--- config.mk ---
export PLATFORM = sky130hd
export DESIGN_NAME = fsa_out
export DESIGN_NICKNAME = d
export VERILOG_FILES = /design/src/fsa_pkg.sv /design/src/fsa_out.sv
export SDC_FILE = /design/constraint.sdc
export NUM_CORES = 1
export LEC_CHECK = 0
export BUFFER_PORTS_ARGS = -buffer_cell sky130_fd_sc_hd__buf_4
export CORE_AREA = 3 3 54 51
export CTS_CLUSTER_SIZE = 14
export DETAILED_ROUTE_END_ITERATION = 10
export DIE_AREA = 0 0 57 54
export PLACE_DENSITY_LB_ADDON = 0.3
export SLEW_MARGIN = 5
export SYNTH_ARGS = -nofsm -noshare
export SYNTH_HDL_FRONTEND = slang
export SYNTH_SLANG_ARGS = --single-unit
--- constraint.sdc ---
create_clock -name clk -period 2 [get_ports clk]
set_clock_uncertainty 0.1 [all_clocks]
set_input_delay 0.2 -clock clk [delete_from_list [all_inputs] [get_ports clk]]
set_output_delay 0.2 -clock clk [all_outputs]
set_load 0.005 [all_outputs]
--- src/fsa_pkg.sv ---
// Shared types and constants for the fixed slot allocator.
// Used by every module under src; no dependencies of its own.
package fsa_pkg;

	localparam int AddrW      = 10;
	localparam int StackDepth = 1024;
	localparam int PtrW       = $clog2(StackDepth);
	localparam int CntW       = PtrW + 1;

	localparam int SlotsPerChunkDef = 256;
	localparam int MaxChunksDef     = 4;

	typedef enum logic {
		OP_ALLOC = 1'b0,
		OP_FREE  = 1'b1
	} op_t;

	// Stack memory access for one request
	typedef struct packed {
		logic            wr_en;
		logic [PtrW-1:0] wr_ptr;
		logic [AddrW-1:0] wr_data;
		logic            rd_en;
		logic [PtrW-1:0] rd_ptr;
	} mem_req_t;

	// Result handoff to the output stage
	typedef struct packed {
		logic             load;
		logic             pend;
		logic [AddrW-1:0] slot;
		logic             ok;
	} res_t;

endpackage

--- src/fsa_out.sv ---
// Result register: takes immediate results, or popped stack data once the registered stack read returns.
// Depends on fsa_pkg for the result struct; also produces request ready.
module fsa_out (
	input  logic                      clk,
	input  logic                      arst_n,
	input  fsa_pkg::res_t             res,
	input  logic [fsa_pkg::AddrW-1:0] mem_rd_data,
	input  logic                      out_ready,
	output logic                      out_valid,
	output logic [fsa_pkg::AddrW-1:0] out_slot,
	output logic                      out_ok,
	output logic                      in_ready
);

	logic                      valid_q;
	logic                      pend_q;
	logic [fsa_pkg::AddrW-1:0] slot_q;
	logic                      ok_q;

	// hold off new requests while a pop is in flight or the result is stuck
	assign in_ready = !pend_q && (!valid_q || out_ready);

	always_ff @(posedge clk or negedge arst_n) begin
		if (!arst_n) begin
			valid_q <= 1'b0;
			pend_q  <= 1'b0;
		end else begin
			pend_q <= res.pend;
			if (pend_q || res.load) begin
				valid_q <= 1'b1;
			end else if (out_ready) begin
				valid_q <= 1'b0;
			end
		end
	end

	always_ff @(posedge clk) begin
		if (pend_q) begin
			slot_q <= mem_rd_data;
			ok_q   <= 1'b1;
		end else if (res.load) begin
			slot_q <= res.slot;
			ok_q   <= res.ok;
		end
	end

	assign out_valid = valid_q;
	assign out_slot  = slot_q;
	assign out_ok    = ok_q;

	a_pend_slot_free: assert property (@(posedge clk) disable iff (!arst_n)
		pend_q |-> !valid_q)
		else $error("popped data arrives while a result is still held");

	a_pend_single: assert property (@(posedge clk) disable iff (!arst_n)
		pend_q |=> !pend_q)
		else $error("second pop issued while one was in flight");

	a_load_excl: assert property (@(posedge clk) disable iff (!arst_n)
		!(res.load && res.pend) && !(pend_q && (res.load || res.pend)))
		else $error("result loaded from two sources at once");

endmodule

# [Yosys cells after proc, flatten, opt, wreduce, memory -nomap -nowiden]
# Index checks and enable logic that the tools add are counted.
[word_totals] ff_bits=13 latchBits=0 mem_bits_rw=0 rom_bits=0 in_bits=26 wordCells=15 n_memories=0
[op_classes] add_sub_neg=0 multipliers=0 div_mod_pow=0 order_cmp=0 n_eq_ne=0 shift=0 muxes=4 bitwise_logic=0 n_reduce_logical=7
[op_table] op="10-bit 2-to-1 mux" count=2
[op_table] op="2-bit nonzero test" count=2
[op_table] op="1-bit logical NOT" count=2
[op_table] op="1-bit logical OR" count=2
[op_table] op="1-bit 2-to-1 mux" count=2
[op_table] op="1-bit logical AND" count=1

# [Longest topological paths before layout]
[logic_depth] ltp_word=3 depth_mapped=2

# [Worst setup path after synthesis]
# Ideal clock, no wire load.
[synth_timing] path_kind="reg-to-reg" startpoint="reg pend_q" endpoint="reg slot_q (netlist bit out_slot[0]) (enable)" setup_time_ns=0.276 t_arrival_ns=0.933 slack_ns=0.691 path_stages_with_launch=3 synth_period_minus_slack_ns=1.309 path_cell_list="dfrtp_1 buf_6 or2_2"
[synth_via] elab_chain_len=1
[synth_lines] element="start, declared" line="fsa_out.sv:16" text="logic pend_q;"
[synth_lines] element="start signal, assigned" line="fsa_out.sv:28" text="pend_q <= res.pend;"
[synth_lines] element="2-bit nonzero test (no source line)"
[synth_lines] element="end signal, assigned" line="fsa_out.sv:39" text="slot_q <= mem_rd_data;"
[synth_lines] element="end signal, assigned" line="fsa_out.sv:42" text="slot_q <= res.slot;"
[synth_lines] element="end, declared" line="fsa_out.sv:17" text="logic [fsa_pkg::AddrW-1:0] slot_q;"
# No other way between the ends.
# A chain may end at the register's enable or synchronous reset.

# [Worst setup path after layout]
[layout_timing] startpoint="reg pend_q" endpoint="out in_ready"
[layout_via] elab_chain_len=2
[layout_lines] element="1-bit logical NOT" line="fsa_out.sv:21" text="assign in_ready = !pend_q && (!valid_q || out_ready);"
[layout_lines] element="1-bit logical AND" line="fsa_out.sv:21"
[layout_lines] element="end, declared" line="fsa_out.sv:12" text="output logic in_ready"
# No other way between the ends.

==> out/metrics.csv <==
stage,metric,value,unit
global_routing,initial antenna violation count,0,
finish,ant diodes,0,
run_status,outcome,"finished, final reports clean",
finish,post-route insts no fill,100,
floorplan,die height,54,microns
floorplan,I/O pin count,39,
finish,fin nets,100,
floorplan,core box area,2200,sq um
synth,sequential element share of the synthesized area,0.667,
sta,FMAX,637,MHz
cts,clock latency on the worst-skew pair,270,ps
global_routing,first-pass GRT wire length,1950,microns
placed_design,Place WS,467,ps
worst_setup_path,Setup Crit Path Kind,flip-flop to primary output,
finish,Area growth syn-to-layout,63.7,%
global_routing,pin count of the biggest net entering global routing,15,
worst_setup_path,crit path launch type,flip-flop,
synth,Cells after Synth,30,
synth,synthesized area,556,sq um
sta,RSZ-0062 raised after global routing,false,
global_routing,vias in the first global route,442,
finish,layout cells sized above 1,0.712,
synth,number of distinct library cells after synthesis,11,
cts,Setup Buffers After CTS,0,
drt,initial detailed-routing violation count,3,
drt,Detailed Routing Iterations Pass 1,2,
drt,drc violations,0,
drt,DRT Wirelength,1270,microns
sta,fin. max-slew vios,0,
global_routing,GRT overflow,0,
cts,"Reg clk slew, reported paths",70,ps
job,max_cap viols,0,
cts,clk sinks,13,
power,P_leak,0.420,nW
cts,CTS Buffer Depth,2,
drt,Via density,4.05,
floorplan,Initial Utilization,0.252,
placed_design,number of port buffers,38,
synth,syn avg cell area,18.5,sq um
synth,Seq cells post-synth,13,
cts,CTS Hold Bufs,2,
placed_design,Post-Place Cells,94,
power,pwr/cell area,652,nW/um^2
min_path,Hold Path Class,input pin to flip-flop,
finish,Multi-input gate area,170,sq um
drt,post-route ant nets,0,
cts,post-CTS resize count,0,
global_routing,GRT Resource Usage Total,0.0893,
min_path,hold path start,res[0],
sta,final setup fails,0,
cts,CTS tree,built,
finish,Filler Cell Count,230,
floorplan,Die Wd,57,microns
synth,warnings from Yosys,0,
floorplan,die area,3080,sq um
sta,"Hold Vio Cnt, Final",0,
sta,setup total negative slack,0,ps
sta,fin crit period,1570,ps
worst_setup_path,crit end category,primary output,
power,VDD IR max,386,uV
sta,worst-margin pin slew,622,ps
synth,Syn Nets,56,
cts,total CTS buffers,3,
worst_setup_path,RR Startpoint,pend_q,
sta,Tcrit/Tclk final,0.785,
drt,Vias,405,
finish,final core utilization,0.413,
placed_design,gpl congestion,0.648,
worst_setup_path,Crit Path Max Fanout,14,
worst_setup_path,WP data arrival,1270,ps
sta,worst rel slew slack,0.585,
floorplan,Rows,16,
drt,per-cell routed wire length,12.7,microns
sta,Final Worst Setup Slack,430,ps
finish,register area,370,sq um
worst_setup_path,CP Launch Point,pend_q,
cts,H-tree levels,1,
cts,Root Driver,clkbuf_4,
worst_setup_path,WP data required,1700,ps
[cell type report]
type,count,share of cell area
Multi-Input combinational cell,15,0.187
Tap cell,27,0.0371
Clock buffer,4,0.0289
Timing Repair Buffer,40,0.336
Inverter,1,0.00413
Sequential cell,13,0.407
[cell families after synthesis]
family                 count (synthesis)  share of synthesized area
DFF                                   13                      0.667
muxes                                 10                      0.243
AOI/OAI and AO/OA                      3                     0.0405
and+or+nand+nor                        2                     0.0225
buffers and inverters                  2                     0.0270
[where the power goes]
part           switching [mW]  internal, mW
logic                  0.0278        0.0797
clock network          0.0808        0.0773
registers              0.0123         0.315
[critical path, cell delays in order, from the launching register on]
cell	delay (ps)
dfrtp_1	740
a21oi_1	90
buf_4	170
[per-stage QoR]
stage	cell area, sq um	total power [mW]	hold WS [ps]
after global routing	910	0.635	17.1
after floorplan	556	0.366	-196
after detailed placement	863	0.441	-115
after global placement	863	0.439	-116
final	910	0.593	25.6
after CTS	910	0.607	15.8
[cells in the final DEF, fill, tap and decap left out]
master / n
clkbuf_4: 3
a211o_1: 2
or2_2: 1
buf_4: 38
mux2_4: 6
edfxtp_1: 10
a21oi_1: 1
dfxtp_1: 1
dfrtp_1: 2
nor2b_1: 1
clkbuf_1: 1
mux2_2: 4
dlygate4sd3_1: 2
inv_1: 1
[layer usage]
layer / GRT usage / part of all wire / wire length (microns)
met1: 0.0926 / 0.34 / 428
met2: 0.146 / 0.57 / 725
met3: 0.0576 / 0.091 / 116
met4: 0.0347 / 0 / 0
met5: 0 / 0 / 0
[synth_stat cells, drive strengths merged]
library cell | count | share of area
a211o | 2 | 0.032
a21oi | 1 | 0.0090
buf | 1 | 0.020
dfrtp | 2 | 0.090
dfxtp | 1 | 0.036
edfxtp | 10 | 0.54
inv | 1 | 0.0068
mux2 | 10 | 0.24
nor2b | 1 | 0.011
or2 | 1 | 0.011
[state kept, by name, summed over array words and instances, names as in the netlist]
register and flops:
out_slot 10, out_ok 1, out_valid 1, pend_q 1
[final timing paths]
path                                to  slack [ps]  cells past startpoint
max in group asynchronous    out_valid        1570                      2
hold / removal                  out_ok          30                      2
min in group asynchronous       pend_q         140                      2
setup reg to reg           out_slot[0]         480                      1
setup / recovery              in_ready         430                      2
hold reg to reg              out_valid         420                      1
Power figures use the tool's default switching activity.
