File: config.mk
export PLATFORM = sky130hd
export DESIGN_NAME = fsa_ctrl
export DESIGN_NICKNAME = d
export VERILOG_FILES = /design/src/fsa_pkg.sv /design/src/fsa_ctrl.sv
export SDC_FILE = /design/constraint.sdc
export NUM_CORES = 1
export LEC_CHECK = 0
export CAP_MARGIN = 20
export CORE_ASPECT_RATIO = 0.7
export CORE_UTILIZATION = 45
export CTS_CLUSTER_DIAMETER = 80
export DETAILED_ROUTE_END_ITERATION = 10
export DONT_BUFFER_PORTS = 1
export GPL_ROUTABILITY_DRIVEN = 0
export PLACE_DENSITY_LB_ADDON = 0.2
export SYNTH_ARGS = -nofsm -noshare
export SYNTH_HDL_FRONTEND = slang
export SYNTH_SLANG_ARGS = --single-unit
export TNS_END_PERCENT = 30
File: constraint.sdc
create_clock -name clk -period 2.5 [get_ports clk]
set_input_delay 0.5 -clock clk [delete_from_list [all_inputs] [get_ports clk]]
set_output_delay 0.5 -clock clk [all_outputs]
set_load 0.01 [all_outputs]
File: src/fsa_pkg.sv
// Shared types and constants for the fixed slot allocator.
// Used by every module under src; no dependencies of its own.
package fsa_pkg;

	localparam int AddrW      = 10;
	localparam int StackDepth = 1024;
	localparam int PtrW       = $clog2(StackDepth);
	localparam int CntW       = PtrW + 1;

	localparam int SlotsPerChunkDef = 256;
	localparam int MaxChunksDef     = 4;

	typedef enum logic {
		OP_ALLOC = 1'b0,
		OP_FREE  = 1'b1
	} op_t;

	// Stack memory access for one request
	typedef struct packed {
		logic            wr_en;
		logic [PtrW-1:0] wr_ptr;
		logic [AddrW-1:0] wr_data;
		logic            rd_en;
		logic [PtrW-1:0] rd_ptr;
	} mem_req_t;

	// Result handoff to the output stage
	typedef struct packed {
		logic             load;
		logic             pend;
		logic [AddrW-1:0] slot;
		logic             ok;
	} res_t;

endpackage

File: src/fsa_ctrl.sv
// Allocator bookkeeping: stack count, open chunks, bump offset, decisions.
// Depends on fsa_pkg; drives the stack memory and the output stage.
module fsa_ctrl #(
	parameter int SLOTS_PER_CHUNK = fsa_pkg::SlotsPerChunkDef,
	parameter int MAX_CHUNKS      = fsa_pkg::MaxChunksDef
) (
	input  logic                      clk,
	input  logic                      arst_n,
	input  logic                      accept,
	input  logic                      op,
	input  logic [fsa_pkg::AddrW-1:0] address,
	output fsa_pkg::mem_req_t         mem_req,
	output fsa_pkg::res_t             res
);

	localparam int ChW  = $clog2(MAX_CHUNKS + 1);
	localparam int OfsW = $clog2(SLOTS_PER_CHUNK + 1);
	localparam int LimW = $clog2(MAX_CHUNKS * SLOTS_PER_CHUNK + 1);
	localparam int CmpW = (LimW > fsa_pkg::AddrW) ? LimW : fsa_pkg::AddrW;
	localparam logic [fsa_pkg::AddrW-1:0] SpcMod =
		fsa_pkg::AddrW'(SLOTS_PER_CHUNK % (2 ** fsa_pkg::AddrW));

	logic [fsa_pkg::CntW-1:0]  count_q, count_d, count_dec;
	logic [ChW-1:0]            chunks_q, chunks_d, eff_chunks;
	logic [OfsW-1:0]           bump_q, bump_d, eff_bump;
	logic [fsa_pkg::AddrW-1:0] base_q, base_d;
	logic [LimW-1:0]           limit_q, limit_d, eff_limit;
	logic                      in_range, stack_full;

	assign count_dec  = count_q - 1'b1;
	assign eff_chunks = (chunks_q == '0) ? ChW'(1) : chunks_q;
	assign eff_bump   = (chunks_q == '0) ? OfsW'(1) : bump_q;
	assign eff_limit  = (chunks_q == '0) ? LimW'(SLOTS_PER_CHUNK) : limit_q;
	assign in_range   = CmpW'(address) < CmpW'(limit_q);
	assign stack_full = count_q == fsa_pkg::CntW'(fsa_pkg::StackDepth);

	always_comb begin
		count_d  = count_q;
		chunks_d = chunks_q;
		bump_d   = bump_q;
		base_d   = base_q;
		limit_d  = limit_q;
		mem_req  = '0;
		res      = '0;
		if (accept) begin
			if (op == fsa_pkg::OP_FREE) begin
				res.load = 1'b1;
				if (in_range && !stack_full) begin
					mem_req.wr_en   = 1'b1;
					mem_req.wr_ptr  = count_q[fsa_pkg::PtrW-1:0];
					mem_req.wr_data = address;
					count_d         = count_q + 1'b1;
					res.ok          = 1'b1;
				end
			end else begin
				// open chunk 0 lazily on the first allocation
				chunks_d = eff_chunks;
				bump_d   = eff_bump;
				limit_d  = eff_limit;
				if (count_q != '0) begin
					mem_req.rd_en  = 1'b1;
					mem_req.rd_ptr = count_dec[fsa_pkg::PtrW-1:0];
					count_d        = count_dec;
					res.pend       = 1'b1;
				end else if (eff_bump < OfsW'(SLOTS_PER_CHUNK)) begin
					res.load = 1'b1;
					res.ok   = 1'b1;
					res.slot = base_q + fsa_pkg::AddrW'(eff_bump);
					bump_d   = eff_bump + 1'b1;
				end else if (eff_chunks >= ChW'(MAX_CHUNKS)) begin
					res.load = 1'b1;
				end else begin
					res.load = 1'b1;
					res.ok   = 1'b1;
					res.slot = base_q + SpcMod + 1'b1;
					base_d   = base_q + SpcMod;
					chunks_d = eff_chunks + 1'b1;
					bump_d   = OfsW'(2);
					limit_d  = eff_limit + LimW'(SLOTS_PER_CHUNK);
				end
			end
		end
	end

	always_ff @(posedge clk or negedge arst_n) begin
		if (!arst_n) begin
			count_q  <= '0;
			chunks_q <= '0;
			bump_q   <= '0;
			base_q   <= '0;
			limit_q  <= '0;
		end else begin
			count_q  <= count_d;
			chunks_q <= chunks_d;
			bump_q   <= bump_d;
			base_q   <= base_d;
			limit_q  <= limit_d;
		end
	end

	a_count_bound: assert property (@(posedge clk) disable iff (!arst_n)
		count_q <= fsa_pkg::CntW'(fsa_pkg::StackDepth))
		else $error("free stack count overran its depth");

	a_chunks_bound: assert property (@(posedge clk) disable iff (!arst_n)
		chunks_q <= ChW'(MAX_CHUNKS))
		else $error("more chunks open than available");

	a_no_push_unopened: assert property (@(posedge clk) disable iff (!arst_n)
		chunks_q == '0 |-> count_q == '0)
		else $error("stack holds entries before any chunk was opened");

	a_pop_nonempty: assert property (@(posedge clk) disable iff (!arst_n)
		mem_req.rd_en |-> count_q != '0 && !mem_req.wr_en)
		else $error("pop issued on an empty stack or with a push");

endmodule

Word level (Yosys, flattened, before mapping)
Cells that the tools add are included.
- bits in registers: 44
- input port bits: 14
- output and inout port bits: 45
- logic and storage cells: 60
- add/subtract/negate cells: 8
- $lt $le $gt $ge: 3
- equality and inequality tests: 2
- mux-type cells: 30
- bitwise operators: 4
- reductions and logical operators: 8
- operator list (kind ; count):
    2-to-1 mux 11 bit ; 13
    2-to-1 mux 21 bit ; 2
    2-to-1 mux 9 bit ; 4
    2-to-1 mux 32 bit ; 1
    2-to-1 mux 13 bit ; 1
    2-to-1 mux 3 bit ; 4
    adder 11 x 1 -> 11 bit, second input constant ; 1
    adder 11 x 9 -> 11 bit, second input constant ; 1
    equality test 11 bit, second input constant ; 1
    < comparator 10 x 11 -> 1 bit ; 1
    nonzero test 11 bit ; 1
    subtractor 11 x 1 -> 11 bit, second input constant ; 1
    adder 10 x 1 -> 10 bit, second input constant ; 1
    adder 10 x 9 -> 10 bit ; 1
    adder 10 x 9 -> 10 bit, second input constant ; 1
    adder 9 x 1 -> 9 bit, second input constant ; 1
    < comparator 9 bit, second input constant ; 1
    2-to-1 mux 1 bit ; 5
    AND reduction 5 bit ; 1
    inverter 1 bit ; 4
    adder 3 x 1 -> 3 bit, second input constant ; 1
    greater-or-equal comparator 3 bit, second input constant ; 1
    zero test 3 bit ; 1
    AND reduction 3 bit ; 1
    5 further kinds ; 5

Longest topological paths before layout
Gate-level depths: netlist of run 1.
- word-level depth: 8
- depth in mapped cells: 9
- depth with buffers taken out: 8

Worst setup path before layout of run 1
No wires, ideal clock.
- path kind: reg2out
- from: register count_q[3] in the netlist's numbering
- to: output port mem_req[23] in the netlist's numbering
- arrival: 1.934 ns
- data required time: 2.000 ns
- setup slack: 0.066 ns
- cell stages (with the launch flop): 8
- buffers on the path: 3
- cells stage by stage: dfrtp_1 buf_6 nor4_4 nand4_1 and3_1 clkbuf_1 clkbuf_1 and2_1
- RTL lines (item ; RTL line ; text):
    from (decl) ; fsa_ctrl.sv:23 ; logic [fsa_pkg::CntW-1:0] count_q, count_d, count_dec;
    from (signal assigned) ; fsa_ctrl.sv:93 ; count_q <= count_d;
    to (decl) ; fsa_ctrl.sv:12 ; output fsa_pkg::mem_req_t mem_req,

==> results_dict.tcl, run 1 <==
set metrics [dict create \
    status "completed" \
    holdCritPathClass "primary input to async pin" \
    crit_path_start_kind "register" \
    crit_path_max_incr_delay_ns 0.42 \
    synth-xor-area-share_pct 8.03 \
    path_cells "nor4_4 -> buf_6 -> nand4_4 -> nor4_4 -> buf_4 -> and2_1" \
    syn_area_per_cell_um2 8.33 \
    htreeDepth 1 \
    cts_max_path_buffers 2 \
    core_um2 4830 \
    drt-initial-drc-count 128 \
    switching_share_pct 41.3 \
    min_period_ns 2.42 \
    postPlaceCellArea_um2 2460 \
    synthMuxAreaShare_pct 5.02 \
    synth_compound_area_share_pct 16.0 \
    insertion_delay_ns 0.28 \
    setup_viol 0 \
    ys.flop_type "dfrtp_1" \
    final_common_cell "dfrtp_1" \
    antenna_left 0 \
    use_met3_pct 4.36 \
    slew_headroom_pct 67.1 \
    synth_seq_cells 28 \
    antenna_found_initial 0 \
    cp.arrival_ns 1.92 \
    synth_cell_type_count 51 \
    layout-drive-gt1-share_pct 19.2 \
    synth_top_family_by_area "simple AND/OR/NAND/NOR gates" \
    die_y_um 61.7 \
    cap_violations 0 \
    slew_violations 0 \
    viasPerCell 5.69 \
    globalRouteOverflowTotal 0 \
    ff2ff_path_depth 7 \
    synth_edf_count 0 \
    cp.required_ns 2.00 \
    final_area_um2 2610 \
    reg2reg_slack_ns 0.40 \
    layout_setup_ws_ns 0.0832 \
    r2r-end "chunks_q[1]" \
    dp_hpwl_mm 4.16 \
    stdcell_count 356 \
    io_buffers 0 \
    fin_crit_sh_pct 96.7 \
    power_uw 1680 \
    r2r_start "count_q[2]" \
    synth-async-reset-ratio_pct 100 \
    synthSimpleGateAreaFrac_pct 31.3 \
    clkTransAtPathRegs_ns 0.10 \
    yosysWarnings 0 \
    netlist_area_um2 2290 \
    rsz0062_at_grt "true" \
    hold_violations 0 \
    grt_max_degree 29 \
    path_buf_inv 2 \
    routedWlPerCell_um 15.8 \
    p_int_uw 987 \
    crit_path_end_kind "output pin" \
    synth-seq-area-share_pct 30.6 \
    grtUsageMet1_pct 34.1 \
    n_fill_cell 479 \
    area_growth_pct 13.9 \
    dp_cells 348 \
    drc 0 \
    cts_tree "built" \
    p_seq_share_pct 36.9 \
    gr-usage-all-layers_pct 21.9 \
    ios 59 \
    grt_pass1_wl_mm 8.94 \
    use_met2_pct 31.6 \
    clkPwrFrac_pct 14.8 \
    most-common-layout-cells "dfrtp_1 (28), and2_1 (27), buf_4 (25)" \
    synth_fa_ha_area_share_pct 3.28 \
    drt_first_pass_iters 4 \
    p_per_area_nw_per_um2 645 \
    top_usage_layer "met1" \
    drt_wl_total_mm 5.63 \
    critPathKind "register to output pin" \
    root_buffer "clkbuf_8" \
    clock_sink_count 28 \
    grt_pass1_vias 1736 \
    cp_slowest_cell "dfrtp_1" \
    vias 2025 \
    max_freq_mhz 414 \
    worst_path_most_repeated_cell "nor4_4" \
    cp_top_family "simple AND/OR/NAND/NOR gates" \
    power.switching_uw 695 \
    antenna_cells 0 \
    cp_max_fo 9 \
    synth_nets 295 \
    place_ws_ns -0.00551 \
    rows 21 \
    vdd.ir_drop.worst_mv 0.517 \
    p_leak_uw 0.00109 \
    initial_utilization_pct 47.4 \
    power_frac_comb_pct 48.3 \
    cts_buffers 3 \
    die-width_um 87.3 \
    fin_skew_ns 0.00956 \
    design.die.area_um2 5380 \
    worstMarginPinSlew_ns 0.490 \
    nets 309 \
    syn_inst 275 \
]
[cells by family (layout without fill, tap and decap cells)]
logic type	Yosys count	after routing
xor gates and xnor gates	21	21
muxes	11	11
adders and majority gates	6	6
buffers and inverters	30	42
DFF	28	28
and+or+nand+nor	123	123
AOI/OAI and AO/OA	56	56
[cells in the mapped netlist, types with 2 or more instances]
library cell	instances	area share, %
a21boi_0	2	0.66
a21oi_1	18	3.9
a22oi_1	2	0.66
a31oi_1	3	0.82
a41o_1	2	0.87
and2_1	29	7.9
and3_1	5	1.4
buf_4	3	0.98
clkbuf_1	13	2.1
dfrtp_1	28	31
ha_1	6	3.3
inv_1	10	1.6
mux2i_1	10	4.4
nand2_1	21	3.4
nand2b_1	5	1.4
nand3_1	11	2.4
nand4_1	3	0.82
nor2_1	24	3.9
nor2b_1	2	0.55
nor3_1	5	1.1
nor3b_1	2	0.66
nor4_4	3	2.8
o21ai_0	14	3.1
o22ai_1	2	0.55
o31ai_1	2	0.66
o32ai_1	2	0.76
or2_2	2	0.55
or3_1	4	1.1
xnor2_1	12	4.6
xor2_1	9	3.4
[layout make-up]
| cell class | count | area (um2) | area share [%] |
|---|---|---|---|
| clock buffers | 3 | 41.3 | 1.58 |
| flip-flops and latches | 28 | 701 | 26.8 |
| well taps | 69 | 86.3 | 3.31 |
| multi-input cells | 217 | 1520 | 58.1 |
| inverters | 11 | 41.3 | 1.58 |
| repair buffers | 28 | 224 | 8.58 |
[what timing repair did]
action,CTS,global route
pin swaps,2,2
endpoints found under the hold margin,28,0
cloned,0,1
endpoints found under the setup margin,32,34
hold buffers,1,0
buffers inserted,2,1
resized for setup,4,12
[layer usage]
layer  vias to the layer above  part of all wire, %  wire length [um]
li1                        984                    -                 -
met1                       976                   53              2960
met2                        60                   41              2280
met3                         5                  6.0               339
met4                         0                 0.85                48
met5                         -                    0                 0
[per-stage QoR]
step | TNS (ns) | util, % | hold WS (ns)
3_3_place_gp | 0 | 50.9 | 0.205
6_report | 0 | 54.0 | 0.0299
4_1_cts | -0.0231 | 52.7 | 0.0319
2_1_floorplan | 0 | - | 0.204
3_5_place_dp | -0.0147 | 50.9 | 0.205
5_1_grt | -0.126 | 54.0 | 0.0282
[sequential cells by signal, summed over array words and instances, names as in the netlist]
name and cells:
base_q 2, count_q 11, limit_q 3, chunks_q 3, bump_q 9
[power by group through the flow]
| stage | Combinational, uW | Clock, uW | Sequential [uW] |
|---|---|---|---|
| after floorplan | 545 | 0 | 620 |
| after global placement | 721 | 0 | 627 |
| after detailed placement | 731 | 0 | 630 |
| after CTS | 759 | 261 | 621 |
| after global routing | 893 | 274 | 632 |
| final | 812 | 249 | 621 |
[worst max-delay path by stage]
stage          depth (start not counted)  slack [ns]  startpoint     endpoint
2_1_floorplan                          7        0.07  count_q[3]  mem_req[23]
3_5_place_dp                           5      -0.006  address[9]  mem_req[24]
3_3_place_gp                           5        0.06  address[9]  mem_req[15]
6_report                               6        0.08  count_q[2]       res[2]
5_1_grt                                6       -0.02  count_q[2]       res[4]
4_1_cts                                6       -0.02  count_q[3]   mem_req[9]
No activity file was read; power rests on OpenSTA's default activity.
==> run 2: changes to the inputs <==
CORE_MARGIN = 3   (was not set)
clock period = 3.04 ns   (was 2.5 ns; I/O delays follow)
==> results_dict.tcl, run 2 (synthesis gave the netlist of run 1 again) <==
set metrics [dict create \
    status "completed" \
    reg2reg_slack_ns 0.79 \
    rsz0062_at_grt "false" \
    r2r_start "count_q[8]" \
    fin_skew_ns 0.00473 \
    final_area_um2 2450 \
    slew_headroom_pct 40.9 \
    hold_violations 0 \
    place_ws_ns 0.192 \
    area_growth_pct 7.15 \
    critPathKind "register to output pin" \
    setup_tns_ns 0 \
    cap_violations 0 \
    setup_viol 0 \
    vdd.ir_drop.worst_mv 0.262 \
    wl_met3_um 370 \
    core_um2 4830 \
    p_leak_uw 0.00102 \
    antenna_left 0 \
    highest_layer "met4" \
    crit_path_start_kind "register" \
    initial_utilization_pct 47.4 \
    drt_wl_total_mm 5.74 \
    cp.arrival_ns 2.26 \
    insertion_delay_ns 0.28 \
    clkTransAtPathRegs_ns 0.10 \
    drt_first_pass_iters 4 \
    grt_max_degree 26 \
    routedWlPerCell_um 16.7 \
    crit_path_end_kind "output pin" \
    globalRouteOverflowTotal 0 \
    fin_crit_sh_pct 94.5 \
    largest_register "count_q" \
    root_buffer "clkbuf_8" \
    r2r-end "count_q[9]" \
    io_buffers 0 \
    design.die.area_um2 6000 \
    wirelength_met1_mm 3.10 \
    antenna_cells 0 \
    clock_sink_count 28 \
    gr-usage-all-layers_pct 19.2 \
    holdCritPathClass "register to register" \
    dp_cells 335 \
    drt-initial-drc-count 181 \
    cts_tree "built" \
    vias 1936 \
    rows 21 \
    die_y_um 65.7 \
    cp-endpoint "mem_req[24]" \
    nets 295 \
    p_per_area_nw_per_um2 533 \
    grt_pass1_wl_mm 9.16 \
    grt_pass1_vias 1732 \
    largest_register_ffs 11 \
    layout-drive-gt1-share_pct 11.3 \
    top_regs "count_q (11), bump_q (9)" \
    dr_wl_met2_mm 2.25 \
    drc 0 \
    layout_setup_ws_ns 0.169 \
    slew_violations 0 \
    worstMarginPinSlew_ns 0.883 \
    die-width_um 91.3 \
    postPlaceCellArea_um2 2360 \
    viasPerCell 5.64 \
    startpoint "count_q[8]" \
    cts_buffers 3 \
    htreeDepth 1 \
    whs_ns 0.493 \
    final_common_cell "and2_1" \
    dp_hpwl_mm 4.12 \
    ios 59 \
    ff2ff_path_depth 7 \
    most-common-layout-cells "and2_1 (29), dfrtp_1 (28), nor2_1 (24)" \
    min_period_ns 2.87 \
    max_freq_mhz 348 \
    cp.required_ns 2.43 \
    cts_max_path_buffers 2 \
    stdcell_count 343 \
    cp_max_fo 25 \
    antenna_found_initial 0 \
]
[run 2: cell count changes in the layout (fill, tap and decap cells not counted), moves of 2 or more]
cell           delta
nand3_2           -2
nand3_1           +2
and2_1            +2
buf_4            -13
dlygate4sd3_1     +2
and2_4            -2
[run 2: area by class of cell]
type                    instances  area (um2)
clock buffers                   4        55.1
fillers                       472        2380
inverters                      11        41.3
multi-input cells             217        1460
flip-flops and latches         28         701
well taps                      69        86.3
repair buffers                 14         110
[run 2: what timing repair did]
action / CTS / global route
hold buffers: 2 / 0
gates cloned: 0 / 0
hold endpoints to repair: 17 / 0
endpoints found under the setup margin: 20 / 28
pin swaps: 0 / 2
buffers inserted: 0 / 2
resized for setup: 1 / 1
[run 2: worst min path at each step]
stage	to	slack (ns)	cells past startpoint	from
after floorplan	base_q[8]	0.31	0	arst_n
after global placement	bump_q[5]	0.31	0	arst_n
after detailed placement	bump_q[5]	0.31	0	arst_n
after CTS	bump_q[7]	0.50	1	bump_q[7]
after global routing	bump_q[7]	0.51	1	bump_q[7]
final	bump_q[7]	0.49	1	bump_q[7]
[run 2: power by group]
part / internal, uW / total (uW) / switching, uW
logic: 209 / 498 / 289
clock network: 116 / 240 / 124
registers: 438 / 571 / 132
total: 763 / 1310 / 545
[run 2: worst max-delay path, cell delays in order, from the launching register on]
cell	delay, ns
dfrtp_1	0.52
nor4_4	0.46
nand4_1	0.27
and3_2	0.45
and2_1	0.26
[run 2: per-layer routing]
layer	GRT usage (%)	up-vias
met5	0	-
met4	2.63	0
met3	3.43	4
met2	25.9	79
met1	31.5	903
li1	-	950
[run 2: through the flow]
step / util, % / total power [uW]
4_1_cts: 50.4 / 1310
3_3_place_gp: 48.8 / 1050
6_report: 50.8 / 1310
3_5_place_dp: 48.8 / 1050
5_1_grt: 50.8 / 1400
2_1_floorplan: - / 958
